$ cat config.mk
export PLATFORM = sky130hd
export DESIGN_NAME = lidar_frame_parser_crc8
export DESIGN_NICKNAME = d
export VERILOG_FILES = /design/src/rtl/lfp_pkg.sv /design/src/rtl/lfp_front.sv /design/src/rtl/lfp_queue.sv /design/src/rtl/lfp_back.sv /design/src/rtl/lidar_frame_parser_crc8.sv
export SDC_FILE = /design/constraint.sdc
export NUM_CORES = 2
export LEC_CHECK = 0
export BUFFER_PORTS_ARGS = -buffer_cell sky130_fd_sc_hd__buf_4
export CORE_MARGIN = 2
export CORE_UTILIZATION = 35
export CTS_CLUSTER_SIZE = 10
export DETAILED_ROUTE_END_ITERATION = 6
export REMOVE_ABC_BUFFERS = 1
export SYNTH_ARGS = -nofsm -noshare
export SYNTH_HDL_FRONTEND = slang
export SYNTH_SLANG_ARGS = --single-unit
export TNS_END_PERCENT = 1
$ cat constraint.sdc
create_clock -name clk -period 8.3 [get_ports clk]
set_input_delay 1.66 -clock clk [delete_from_list [all_inputs] [get_ports clk]]
set_output_delay 1.66 -clock clk [all_outputs]
set_load 0.005 [all_outputs]
$ cat src/rtl/lfp_pkg.sv
// Shared types, constants and the CRC-8 byte update for the lidar frame parser.
// Used by lfp_front, lfp_queue, lfp_back and lidar_frame_parser_crc8.
package lfp_pkg;

  // Frame geometry
  localparam int POINTS_PER_FRAME = 12;
  localparam int FRAME_BYTES      = 47;
  localparam int PT_IDX_W         = $clog2(POINTS_PER_FRAME);
  localparam int BYTE_CNT_W       = 6;
  localparam int MEM_ADDR_W       = PT_IDX_W + 1;
  localparam int MEM_DEPTH        = 2 ** MEM_ADDR_W;
  localparam int Q_DEPTH          = 2;

  // Byte positions inside a frame
  localparam logic [BYTE_CNT_W-1:0] POS_HUNT     = 6'd0;
  localparam logic [BYTE_CNT_W-1:0] POS_VER      = 6'd1;
  localparam logic [BYTE_CNT_W-1:0] POS_BODY     = 6'd2;
  localparam logic [BYTE_CNT_W-1:0] POS_START_LO = 6'd4;
  localparam logic [BYTE_CNT_W-1:0] POS_START_HI = 6'd5;
  localparam logic [BYTE_CNT_W-1:0] POS_PT_BASE  = 6'd6;
  localparam logic [BYTE_CNT_W-1:0] POS_END_LO   = 6'd42;
  localparam logic [BYTE_CNT_W-1:0] POS_END_HI   = 6'd43;
  localparam logic [BYTE_CNT_W-1:0] POS_CRC      = 6'(FRAME_BYTES - 1);

  // Sub-byte position within one point record
  localparam logic [1:0] SUB_DIST_LO = 2'd0;
  localparam logic [1:0] SUB_DIST_HI = 2'd1;
  localparam logic [1:0] SUB_INTENS  = 2'd2;

  localparam logic [PT_IDX_W-1:0] LAST_PT = PT_IDX_W'(POINTS_PER_FRAME - 1);

  // Protocol bytes
  localparam logic [7:0] HDR_BYTE = 8'h54;
  localparam logic [7:0] VER_BYTE = 8'h2C;
  localparam logic [7:0] CRC_POLY = 8'h4D;

  // Angle arithmetic
  localparam logic [16:0] FULL_TURN = 17'd36000;
  localparam logic [16:0] TWO_TURNS = 17'd72000;
  // ceil(2^20 / 11): exact quotient for dividends below 2^16
  localparam logic [16:0] RECIP11   = 17'd95326;
  localparam int          RECIP11_SH = 20;
  // ceil(2^19 / 100): exact quotient for dividends below 36000
  localparam logic [12:0] RECIP100  = 13'd5243;
  localparam int          RECIP100_SH = 19;

  // Descriptor of one checked frame, handed from front to back
  typedef struct packed {
    logic        bank;
    logic [15:0] start_ang;
    logic [15:0] end_ang;
  } lfp_desc_t;

  // Point store write port
  typedef struct packed {
    logic                  we;
    logic [MEM_ADDR_W-1:0] addr;
    logic [23:0]           data;
  } lfp_wr_t;

  // CRC-8, MSB first, no reflection
  function automatic logic [7:0] crc8_feed(input logic [7:0] crc, input logic [7:0] b);
    logic [7:0] c;
    c = crc ^ b;
    for (int k = 0; k < 8; k++) begin
      if (c[7]) begin
        c = {c[6:0], 1'b0} ^ CRC_POLY;
      end else begin
        c = {c[6:0], 1'b0};
      end
    end
    return c;
  endfunction

endpackage

$ cat src/rtl/lfp_front.sv
// Front end: header hunt, CRC-8 check, angle capture and point store writes.
// Depends on lfp_pkg; pushes one descriptor per good frame.
module lfp_front
  import lfp_pkg::*;
(
  input  logic      clk,
  input  logic      rst_n,
  input  logic      byte_accept,
  input  logic [7:0] rx_byte,
  output lfp_wr_t   wr,
  output logic      push,
  output lfp_desc_t push_desc
);

  logic [BYTE_CNT_W-1:0] count_r, count_nxt;
  logic [7:0]            crc_r, crc_nxt;
  logic [1:0]            sub_r, sub_nxt;
  logic [PT_IDX_W-1:0]   idx_r, idx_nxt;
  logic [15:0]           hold_r, hold_nxt;
  logic [15:0]           start_r, start_nxt;
  logic [15:0]           end_r, end_nxt;
  logic                  wbank_r;

  // Byte classification and frame assembly
  always_comb begin
    count_nxt = count_r;
    crc_nxt   = crc_r;
    sub_nxt   = sub_r;
    idx_nxt   = idx_r;
    hold_nxt  = hold_r;
    start_nxt = start_r;
    end_nxt   = end_r;
    push      = 1'b0;
    wr.we     = 1'b0;
    wr.addr   = {wbank_r, idx_r};
    wr.data   = {rx_byte, hold_r};
    if (byte_accept) begin
      if (count_r == POS_HUNT || (count_r == POS_VER && rx_byte != VER_BYTE)) begin
        // hunt; a bad version byte is retried as a header
        if (rx_byte == HDR_BYTE) begin
          count_nxt = POS_VER;
          crc_nxt   = crc8_feed(8'h00, rx_byte);
        end else begin
          count_nxt = POS_HUNT;
          crc_nxt   = 8'h00;
        end
      end else if (count_r == POS_VER) begin
        count_nxt = POS_BODY;
        crc_nxt   = crc8_feed(crc_r, rx_byte);
        sub_nxt   = SUB_DIST_LO;
        idx_nxt   = '0;
      end else if (count_r < POS_CRC) begin
        count_nxt = count_r + 6'd1;
        crc_nxt   = crc8_feed(crc_r, rx_byte);
        if (count_r == POS_START_LO) begin
          start_nxt[7:0] = rx_byte;
        end else if (count_r == POS_START_HI) begin
          start_nxt[15:8] = rx_byte;
        end else if (count_r >= POS_PT_BASE && count_r < POS_END_LO) begin
          case (sub_r)
            SUB_DIST_LO: begin
              hold_nxt[7:0] = rx_byte;
              sub_nxt       = SUB_DIST_HI;
            end
            SUB_DIST_HI: begin
              hold_nxt[15:8] = rx_byte;
              sub_nxt        = SUB_INTENS;
            end
            default: begin
              wr.we   = 1'b1;
              sub_nxt = SUB_DIST_LO;
              idx_nxt = idx_r + PT_IDX_W'(1);
            end
          endcase
        end else if (count_r == POS_END_LO) begin
          end_nxt[7:0] = rx_byte;
        end else if (count_r == POS_END_HI) begin
          end_nxt[15:8] = rx_byte;
        end
      end else begin
        // CRC byte: a match hands the frame to the back end
        push      = (crc_r == rx_byte);
        count_nxt = POS_HUNT;
        crc_nxt   = 8'h00;
      end
    end
  end

  assign push_desc.bank      = wbank_r;
  assign push_desc.start_ang = start_r;
  assign push_desc.end_ang   = end_r;

  // Control state
  always_ff @(posedge clk) begin
    if (!rst_n) begin
      count_r <= POS_HUNT;
      crc_r   <= 8'h00;
      wbank_r <= 1'b0;
    end else begin
      count_r <= count_nxt;
      crc_r   <= crc_nxt;
      if (push) begin
        wbank_r <= ~wbank_r;
      end
    end
  end

  // Frame payload holding registers
  always_ff @(posedge clk) begin
    sub_r   <= sub_nxt;
    idx_r   <= idx_nxt;
    hold_r  <= hold_nxt;
    start_r <= start_nxt;
    end_r   <= end_nxt;
  end

endmodule

$ cat src/rtl/lfp_queue.sv
// Two-entry descriptor queue between the front and back ends.
// Depends on lfp_pkg for the descriptor type and depth.
module lfp_queue
  import lfp_pkg::*;
(
  input  logic      clk,
  input  logic      rst_n,
  input  logic      push,
  input  lfp_desc_t push_desc,
  input  logic      pop,
  output logic      head_valid,
  output lfp_desc_t head_desc,
  output logic      full
);

  localparam int PTR_W = $clog2(Q_DEPTH);

  lfp_desc_t          entry_r [Q_DEPTH];
  logic [PTR_W-1:0]   wptr_r;
  logic [PTR_W-1:0]   rptr_r;
  logic [PTR_W:0]     cnt_r;

  assign head_valid = (cnt_r != '0);
  assign full       = (cnt_r == (PTR_W + 1)'(Q_DEPTH));
  assign head_desc  = entry_r[rptr_r];

  // Pointers and fill count
  always_ff @(posedge clk) begin
    if (!rst_n) begin
      wptr_r <= '0;
      rptr_r <= '0;
      cnt_r  <= '0;
    end else begin
      if (push) begin
        wptr_r <= wptr_r + PTR_W'(1);
      end
      if (pop) begin
        rptr_r <= rptr_r + PTR_W'(1);
      end
      if (push && !pop) begin
        cnt_r <= cnt_r + (PTR_W + 1)'(1);
      end else if (pop && !push) begin
        cnt_r <= cnt_r - (PTR_W + 1)'(1);
      end
    end
  end

  // Entry storage
  always_ff @(posedge clk) begin
    if (push) begin
      entry_r[wptr_r] <= push_desc;
    end
  end

endmodule

$ cat src/rtl/lfp_back.sv
// Back end: double-banked point store and the per-point angle sequencer.
// Depends on lfp_pkg; consumes descriptors and drives the result channel.
module lfp_back
  import lfp_pkg::*;
(
  input  logic        clk,
  input  logic        rst_n,
  input  lfp_wr_t     wr,
  input  logic        head_valid,
  input  lfp_desc_t   head_desc,
  output logic        pop,
  output logic        out_valid,
  input  logic        out_stall,
  output logic [8:0]  out_degree,
  output logic [15:0] out_distance,
  output logic [7:0]  out_intensity,
  output logic        out_point_valid,
  output logic        out_last
);

  typedef enum logic [5:0] {
    S_IDLE = 6'b000001,
    S_MUL  = 6'b000010,
    S_STEP = 6'b000100,
    S_READ = 6'b001000,
    S_CALC = 6'b010000,
    S_OUT  = 6'b100000
  } back_state_t;

  back_state_t         state_r, state_nxt;
  logic [23:0]         mem_r [MEM_DEPTH];
  logic [23:0]         rd_data_r;
  logic [16:0]         diff_abs_r;
  logic                neg_r;
  logic [33:0]         qprod_r;
  logic signed [17:0]  step_r;
  logic signed [17:0]  ang_r;
  logic [15:0]         cm_r;
  logic [28:0]         dprod_r;
  logic [PT_IDX_W-1:0] idx_r;
  logic                out_valid_r;
  logic [15:0]         out_dist_r;
  logic [7:0]          out_int_r;
  logic                out_pv_r;
  logic                out_last_r;

  logic [16:0]         end_adj;
  logic signed [17:0]  diff;
  logic [12:0]         quot;
  logic [16:0]         ang_u;
  logic [16:0]         ang_mod;

  // Span from start to end, unwrapped past a full turn
  always_comb begin
    if (head_desc.end_ang < head_desc.start_ang) begin
      end_adj = {1'b0, head_desc.end_ang} + FULL_TURN;
    end else begin
      end_adj = {1'b0, head_desc.end_ang};
    end
    diff = $signed({1'b0, end_adj}) - $signed({2'b00, head_desc.start_ang});
  end

  assign quot = qprod_r[RECIP11_SH+12:RECIP11_SH];

  // Angle reduction; the angle stays below three full turns
  always_comb begin
    ang_u = ang_r[16:0];
    if (ang_u >= TWO_TURNS) begin
      ang_mod = ang_u - TWO_TURNS;
    end else if (ang_u >= FULL_TURN) begin
      ang_mod = ang_u - FULL_TURN;
    end else begin
      ang_mod = ang_u;
    end
  end

  // Sequencer
  always_comb begin
    state_nxt = state_r;
    pop       = 1'b0;
    case (state_r)
      S_IDLE: if (head_valid) state_nxt = S_MUL;
      S_MUL:  state_nxt = S_STEP;
      S_STEP: state_nxt = S_READ;
      S_READ: state_nxt = S_CALC;
      S_CALC: state_nxt = S_OUT;
      S_OUT: begin
        if (!out_stall) begin
          if (idx_r == LAST_PT) begin
            pop       = 1'b1;
            state_nxt = S_IDLE;
          end else begin
            state_nxt = S_READ;
          end
        end
      end
      default: state_nxt = S_IDLE;
    endcase
  end

  always_ff @(posedge clk) begin
    if (!rst_n) begin
      state_r     <= S_IDLE;
      out_valid_r <= 1'b0;
    end else begin
      state_r <= state_nxt;
      if (state_r == S_CALC) begin
        out_valid_r <= 1'b1;
      end else if (state_r == S_OUT && !out_stall) begin
        out_valid_r <= 1'b0;
      end
    end
  end

  // Point store: written by the front end, read one point at a time
  always_ff @(posedge clk) begin
    if (wr.we) begin
      mem_r[wr.addr] <= wr.data;
    end
    if (state_r == S_READ) begin
      rd_data_r <= mem_r[{head_desc.bank, idx_r}];
    end
  end

  // Datapath registers
  always_ff @(posedge clk) begin
    case (state_r)
      S_IDLE: begin
        neg_r      <= diff[17];
        diff_abs_r <= diff[17] ? 17'(-diff) : diff[16:0];
      end
      S_MUL: begin
        qprod_r <= diff_abs_r * RECIP11;
      end
      S_STEP: begin
        step_r <= neg_r ? -$signed({5'b00000, quot}) : $signed({5'b00000, quot});
        ang_r  <= $signed({2'b00, head_desc.start_ang});
        idx_r  <= '0;
      end
      S_READ: begin
        cm_r <= ang_mod[15:0];
      end
      S_CALC: begin
        dprod_r    <= cm_r * RECIP100;
        out_dist_r <= rd_data_r[15:0];
        out_int_r  <= rd_data_r[23:16];
        out_pv_r   <= (rd_data_r[15:0] != 16'h0000);
        out_last_r <= (idx_r == LAST_PT);
      end
      S_OUT: begin
        if (!out_stall) begin
          ang_r <= ang_r + step_r;
          idx_r <= idx_r + PT_IDX_W'(1);
        end
      end
      default: begin
      end
    endcase
  end

  assign out_valid       = out_valid_r;
  assign out_degree      = dprod_r[RECIP100_SH+8:RECIP100_SH];
  assign out_distance    = out_dist_r;
  assign out_intensity   = out_int_r;
  assign out_point_valid = out_pv_r;
  assign out_last        = out_last_r;

endmodule

$ cat src/rtl/lidar_frame_parser_crc8.sv
// Top level of the lidar frame parser: front end, descriptor queue, back end.
// Depends on lfp_pkg, lfp_front, lfp_queue and lfp_back.
//
// Usage:
//   Input channel (in_valid / in_stall / in_rx_byte) takes one serial byte
//   per transaction. The front end hunts for the 0x54 0x2C header, collects
//   a 47-byte frame and checks CRC-8 over the first 46 bytes.
//   Result channel (out_valid / out_stall / out_*) gives 12 point
//   transactions per good frame, out_last on the twelfth; a bad frame gives
//   none.
//   With the back end idle, a good frame's descriptor enters the queue as its
//   CRC byte is taken; the back end then passes S_MUL and S_STEP, and each
//   point passes S_READ, S_CALC and S_OUT (out_valid high, held by any
//   output stall), the per-point read / reduce / scale sequence. Input bytes
//   are taken one per cycle while in_stall is low. A two-entry queue with a
//   two-bank point store lets a new frame arrive while the previous one
//   drains; in_stall rises only while both banks hold frames not yet fully
//   taken. A stalled receiver holds the current point and its output
//   registers. Reset (rst_n low, synchronous) returns to header hunting and
//   empties the queue; no clearing pass is needed.
module lidar_frame_parser_crc8
  import lfp_pkg::*;
(
  input  logic        clk,
  input  logic        rst_n,
  input  logic        in_valid,
  output logic        in_stall,
  input  logic [7:0]  in_rx_byte,
  output logic        out_valid,
  input  logic        out_stall,
  output logic [8:0]  out_degree,
  output logic [15:0] out_distance,
  output logic [7:0]  out_intensity,
  output logic        out_point_valid,
  output logic        out_last
);

  lfp_wr_t   wr;
  lfp_desc_t push_desc;
  lfp_desc_t head_desc;
  logic      push;
  logic      pop;
  logic      head_valid;
  logic      q_full;
  logic      byte_accept;

  assign in_stall    = q_full;
  assign byte_accept = in_valid && !q_full;

  lfp_front u_front (
    .clk         (clk),
    .rst_n       (rst_n),
    .byte_accept (byte_accept),
    .rx_byte     (in_rx_byte),
    .wr          (wr),
    .push        (push),
    .push_desc   (push_desc)
  );

  lfp_queue u_queue (
    .clk        (clk),
    .rst_n      (rst_n),
    .push       (push),
    .push_desc  (push_desc),
    .pop        (pop),
    .head_valid (head_valid),
    .head_desc  (head_desc),
    .full       (q_full)
  );

  lfp_back u_back (
    .clk             (clk),
    .rst_n           (rst_n),
    .wr              (wr),
    .head_valid      (head_valid),
    .head_desc       (head_desc),
    .pop             (pop),
    .out_valid       (out_valid),
    .out_stall       (out_stall),
    .out_degree      (out_degree),
    .out_distance    (out_distance),
    .out_intensity   (out_intensity),
    .out_point_valid (out_point_valid),
    .out_last        (out_last)
  );

endmodule

Word-level counts from Yosys, hierarchy flattened. Memory sizes are Yosys's and may differ from the RTL's. A register that Yosys moved wholly into a read port is not among the register bits. Index checks and enable logic that the tools add are counted.

Word-level logic and storage cells: 286. Bits in registers: 240. Memories: 2. Bits in writable memories: 834. Output and inout bits: 37.

Memory list: u_back.mem_r (words 32, bits a word 24, rd ports 1, clocked after memory_dff 1, write ports 1, RTL line lfp_back.sv:31) `logic [23:0] mem_r [MEM_DEPTH];`; u_queue.entry_r (words 2, bits a word 33, rd ports 1, clocked after memory_dff 1, write ports 1, RTL line lfp_queue.sv:18) `lfp_desc_t entry_r [Q_DEPTH];`.

Bitwise logic cells: 31. Reductions and logical operators: 31. Mux-type cells: 149. Equality and inequality tests: 22. Multipliers: 2. Magnitude comparators: 6. $add $sub $neg: 14.

Operator list (count): 8-bit two-way mux (74); 7-bit two-way mux (23); 4-bit inverter (23); 18-bit one-hot mux with 2 select lines (1); 6-bit one-hot mux with 6 select lines (1); 17-bit two-way mux (2); 17-bit by 16-bit multiplier with 32-bit output, second input constant (1); 16-bit two-way mux (2); 6-bit two-way mux (5); 16-bit by 13-bit multiplier with 28-bit output, second input constant (1); 4-bit two-way mux (7); 1-bit two-way mux (24); 8-bit AND reduction (3); 18-bit adder (1); 6-bit by 3-bit equality test with 1-bit output, second input constant (3); 6-bit equality test, second input constant (3); 18-bit two-way mux (1); 13-bit negator with 18-bit output (1); 17-bit by 16-bit subtractor with 18-bit output (1); 16-bit by 16-bit adder with 17-bit output, second input constant (1); 17-bit by 16-bit greater-or-equal comparator with 1-bit output, second input constant (1); 17-bit greater-or-equal comparator, second input constant (1); 17-bit negator (1); 16-bit less-than comparator (1); 40 further kinds (73).

Longest topological paths before layout.
Word-level depth: 48. Depth in mapped cells: 25.

Modules after synthesis. A second synthesis with hierarchy kept.

Cell total of the unflattened synthesis: 3096. Area, all modules: 51859.7 µm².

Modules (own cells, without submodules): lfp_back (area each 46140.5 µm², cells an instance 2740, times used 1); lfp_front (area each 3103.0 µm², cells an instance 230, times used 1); lfp_queue (area each 2602.5 µm², cells an instance 125, times used 1); lidar_frame_parser_crc8 (area each 13.8 µm², cells an instance 1, times used 1).

Least setup slack after synthesis. Ideal clock, no wire load.

Path kind: register to register. Start point: reg u_back.diff_abs_r[2]. End point: reg u_back.qprod_r[32], data pin. Path slack: 2.116 ns. Period minus slack after synthesis: 6.184 ns. Data arrival time: 5.918 ns. Library setup time: 0.266 ns. Path buffers: 0. Cell stages (with the launch flop): 21. Path through: edfxtp_1 ha_1 inv_1 fa_1 inv_1 fa_1 fa_1 fa_1 inv_1 fa_1 inv_1 ha_1 nor3_1 nor2_1 a22oi_1 o22ai_1 a221o_1 a211o_1 a2111oi_0 o41ai_1 xnor2_1.

Word-level cells in the longest chain between the ends: 1.

Ends and longest elaborated chain: start: declaration (RTL line lfp_back.sv:33) `logic [16:0] diff_abs_r;`; start signal: assignment (RTL line lfp_back.sv:130) `diff_abs_r <= diff[17] ? 17'(-diff) : diff[16:0];`; 17-bit by 16-bit multiplier with 32-bit output (RTL line lfp_back.sv:133) `qprod_r <= diff_abs_r * RECIP11;`; end signal: assignment (RTL line lfp_back.sv:133); end: declaration (RTL line lfp_back.sv:35) `logic [33:0] qprod_r;`.

No other way between the ends. A chain may end at the register's enable or synchronous reset.

Final worst setup path.
Start point: reg u_back.diff_abs_r[11]. End point: reg u_back.qprod_r[32], data pin.

Same word-level chain as after synthesis.

==> flow_summary.yaml <==
sta:
  finalSetupViolations: 0
  period_share_pct: 83.2
  drv_slew: 0
  skew_ps: 43.0
  worstMarginPinSlew_ps: 1220
  hold_violations: 0
  min_period_ps: 6910
  clock.fmax_mhz: 145
  final.setup.worst_slack_ps: 1390
  rsz0062_at_grt: "false"
  relSlewSlack_pct: 18.7
  fin_setup_tns_ps: 0
  fin_hold_ws_ps: 421
yosys:
  yosys_warnings: 0
  synth.top_cell.area_share_pct: 59.9
  yosysSeqAreaShare_pct: 61.0
  synth.ff_latch_count: 1059
  syn_area_um2: 51700
  synth_edf_count: 1032
  synth_ff_type: "edfxtp_1"
  synthCells: 3426
  synth_top_cell_by_area: "edfxtp_1"
  avgSynthCellArea_um2: 15.1
  ys_types: 69
  async_reset_ff_share_pct: 0
  synth_area_leaders: "edfxtp_1, ha_1, fa_1"
power:
  p_switching_mw: 2.06
  leakagePower_nw: 21.9
  switching_share_pct: 19.6
  powerDensity_nw_per_um2: 181
  clockPowerShare_pct: 43.6
  power.internal_mw: 8.41
  design_power_total_mw: 10.5
  vdd_drop_max_v: 0.000179
  p_seq_share_pct: 55.5
  p_comb_share_pct: 0.9
critical_path:
  crit_path_frequent_cell: "fa_1"
  crit_slowest_cell: "edfxtp_1"
  start_kind: "flip-flop"
  endpoint: "u_back.qprod_r[32]$_DFFE_PP_"
  cp_cell_sequence: "fa_1, ha_1, inv_1, fa_1, inv_1, fa_1, fa_1, inv_1, fa_1, inv_1, ha_1, a211oi_1, o21ai_0, a22oi_1, o22ai_1, a221o_1, a211o_1, a2111oi_0, o41ai_1, xnor2_1"
  r2r-start: "u_back.diff_abs_r[11]$_DFFE_PP_"
  r2r_slack_ps: 1390
  r2r-end: "u_back.qprod_r[32]$_DFFE_PP_"
  crit_path_max_incr_delay_ps: 720
  path_class: "reg -> reg"
  reg2regPathDepth: 20
  worst_setup_path_end_kind: "flip-flop"
  cp.arrival_ps: 7340
  worstSetupStartpoint: "u_back.diff_abs_r[11]$_DFFE_PP_"
  cp.required_ps: 8730
  path_max_fanout: 10
placed_design:
  placedCellCount: 5319
  pre_cts_slack_ps: 1440
  place_area_um2: 54600
  hpwl_um: 72100
  portBuffers: 48
  gp_congestion: 0.797
final_layout:
  final_common_cell: "edfxtp_1"
  fin_util_pct: 39.3
  final_cell_area_um2: 57900
  final_cell_mix: "edfxtp_1, inv_1, ha_1"
  nets: 4009
  syn2layout_area_growth_pct: 11.8
  final_cells: 5468
  drive_above_1_share_pct: 12.0
die:
  io-pin-count: 49
  fp.dieW_um: 388
  start_util_pct: 35.1
  die_area_um2: 151000
  core_um2: 147000
  die_h_um: 388
  rows: 141
clocking:
  root_buffer: "clkbuf_16"
  cts_tree: "done"
  path_clk_slew_ps: 60
  clock-sinks: 1059
  cts_buffers: 117
  post_cts_resized: 0
  hold_buffers: 0
  htree_levels: 3
  clock_path_buffers: 3
  clock_latency_ps: 730
  postCtsSetupBuffers: 0
route:
  routed_wl_um: 118000
  drc: 0
  dr_total_vias: 28100
  vias_per_cell: 5.13
  initialDrtViolationCount: 2275
  wire_per_inst_um: 21.5
  detail_route.first_pass.iterations: 7
  drtAntennaViolNets: 0
flow_run:
  maxCapViolCount: 0
grt:
  grt_pass1_vias: 28800
  grt_pass1_wl_um: 180000
  antenna_found_initial: 5
  grt_max_degree: 87
  grt_overflow: 0
  grt.total_usage_pct: 15.6
run_status:
  status: "complete, no violations"
hold_path:
  hold_path_class: "reg -> reg"
[cell usage after synthesis (27+ instances only)]
cell,n
dfxtp_1,27
o22ai_1,28
xor2_1,42
clkbuf_1,79
fa_1,179
nand2_1,172
nor2_1,128
ha_1,310
buf_1,36
a21oi_1,134
mux2_2,63
xnor2_1,84
o21ai_0,133
o221ai_1,73
nor3_1,30
edfxtp_1,1032
mux2i_1,171
inv_1,359
mux4_2,96
[how the worst min path moves through the flow]
stage | to | startpoint | slack (ps) | depth (start not counted)
floorplan | u_back.out_intensity[0]$_DFFE_PP_ | u_back.rd_data_r[16]$_DFFE_PP_ | 400 | 0
global placement | u_queue.entry_r[0][2]$_DFFE_PP_ | u_front.end_r[2]$_DFFE_PP_ | 420 | 0
detailed placement | u_back.out_intensity[1]$_DFFE_PP_ | u_back.rd_data_r[17]$_DFFE_PP_ | 420 | 0
CTS | u_queue.entry_r[1][11]$_DFFE_PP_ | u_front.end_r[11]$_DFFE_PP_ | 410 | 0
global route | u_queue.entry_r[1][5]$_DFFE_PP_ | u_front.end_r[5]$_DFFE_PP_ | 450 | 0
finish | u_queue.entry_r[1][11]$_DFFE_PP_ | u_front.end_r[11]$_DFFE_PP_ | 420 | 0
[final cells by class]
| cell class | instances | area (um2) |
|---|---|---|
| diodes | 1 | 2.50 |
| flip-flops and latches | 1059 | 31500 |
| repair buffers | 80 | 626 |
| inverters | 359 | 1350 |
| well taps | 1930 | 2410 |
| clock buffers | 140 | 3080 |
| fillers | 13500 | 89500 |
| multi-input cells | 1891 | 18700 |
| clock inverters | 8 | 165 |
[worst max-delay path, delay by kind of cell, from the launching register on]
family	cells	cell delay [ps]
fa+ha+maj	7	3120
compound gates	8	2430
flops	1	720
buf+inv	4	190
xor+xnor	1	150
[cell families (layout without fill, tap and decap cells)]
logic type      after synthesis  in the layout  share of synthesized area [%]
xor+xnor                    126            126                           2.13
other cells                   0              1                              0
fa+ha+maj                   489            489                           14.4
mux                         330            330                           8.86
flops                      1059           1059                           61.0
buf+inv                     476            587                           3.46
compound gates              482            482                           5.97
simple gates                464            464                           4.20
[power by group through the flow]
stage / logic, mW / registers (mW) / clock network, mW
finish: 0.0984 / 5.81 / 4.56
CTS: 0.0995 / 5.81 / 4.65
global route: 0.108 / 5.81 / 4.87
detailed placement: 0.0993 / 5.92 / 0
floorplan: 0.0505 / 5.92 / 0
global placement: 0.0971 / 5.92 / 0
[state kept, by name, summed over array words and instances (netlist names), 2 cells and up, named ones only]
name / flops
u_back.mem_r: 768
u_queue.entry_r: 66
u_back.rd_data_r: 24
u_back.ang_r: 17
u_back.diff_abs_r: 17
u_back.step_r: 17
u_back.cm_r: 16
u_back.out_distance: 16
u_front.end_r: 16
u_front.hold_r: 16
u_front.start_r: 16
u_back.qprod_r: 13
u_back.dprod_r: 9
u_back.out_intensity: 8
u_front.crc_r: 8
u_back.state_r: 6
u_front.count_r: 6
u_back.idx_r: 4
u_front.idx_r: 4
u_front.sub_r: 2
u_queue.cnt_r: 2
[routing by layer]
| layer | up-vias | GRT usage, % | routed length, um |
|---|---|---|---|
| met5 | - | 0 | 0 |
| met4 | 0 | 4.24 | 2900 |
| met3 | 158 | 2.69 | 6340 |
| met2 | 724 | 25.6 | 56300 |
| met1 | 14300 | 21.5 | 52100 |
| li1 | 12900 | - | - |
No activity file was read; power rests on OpenSTA's default activity.
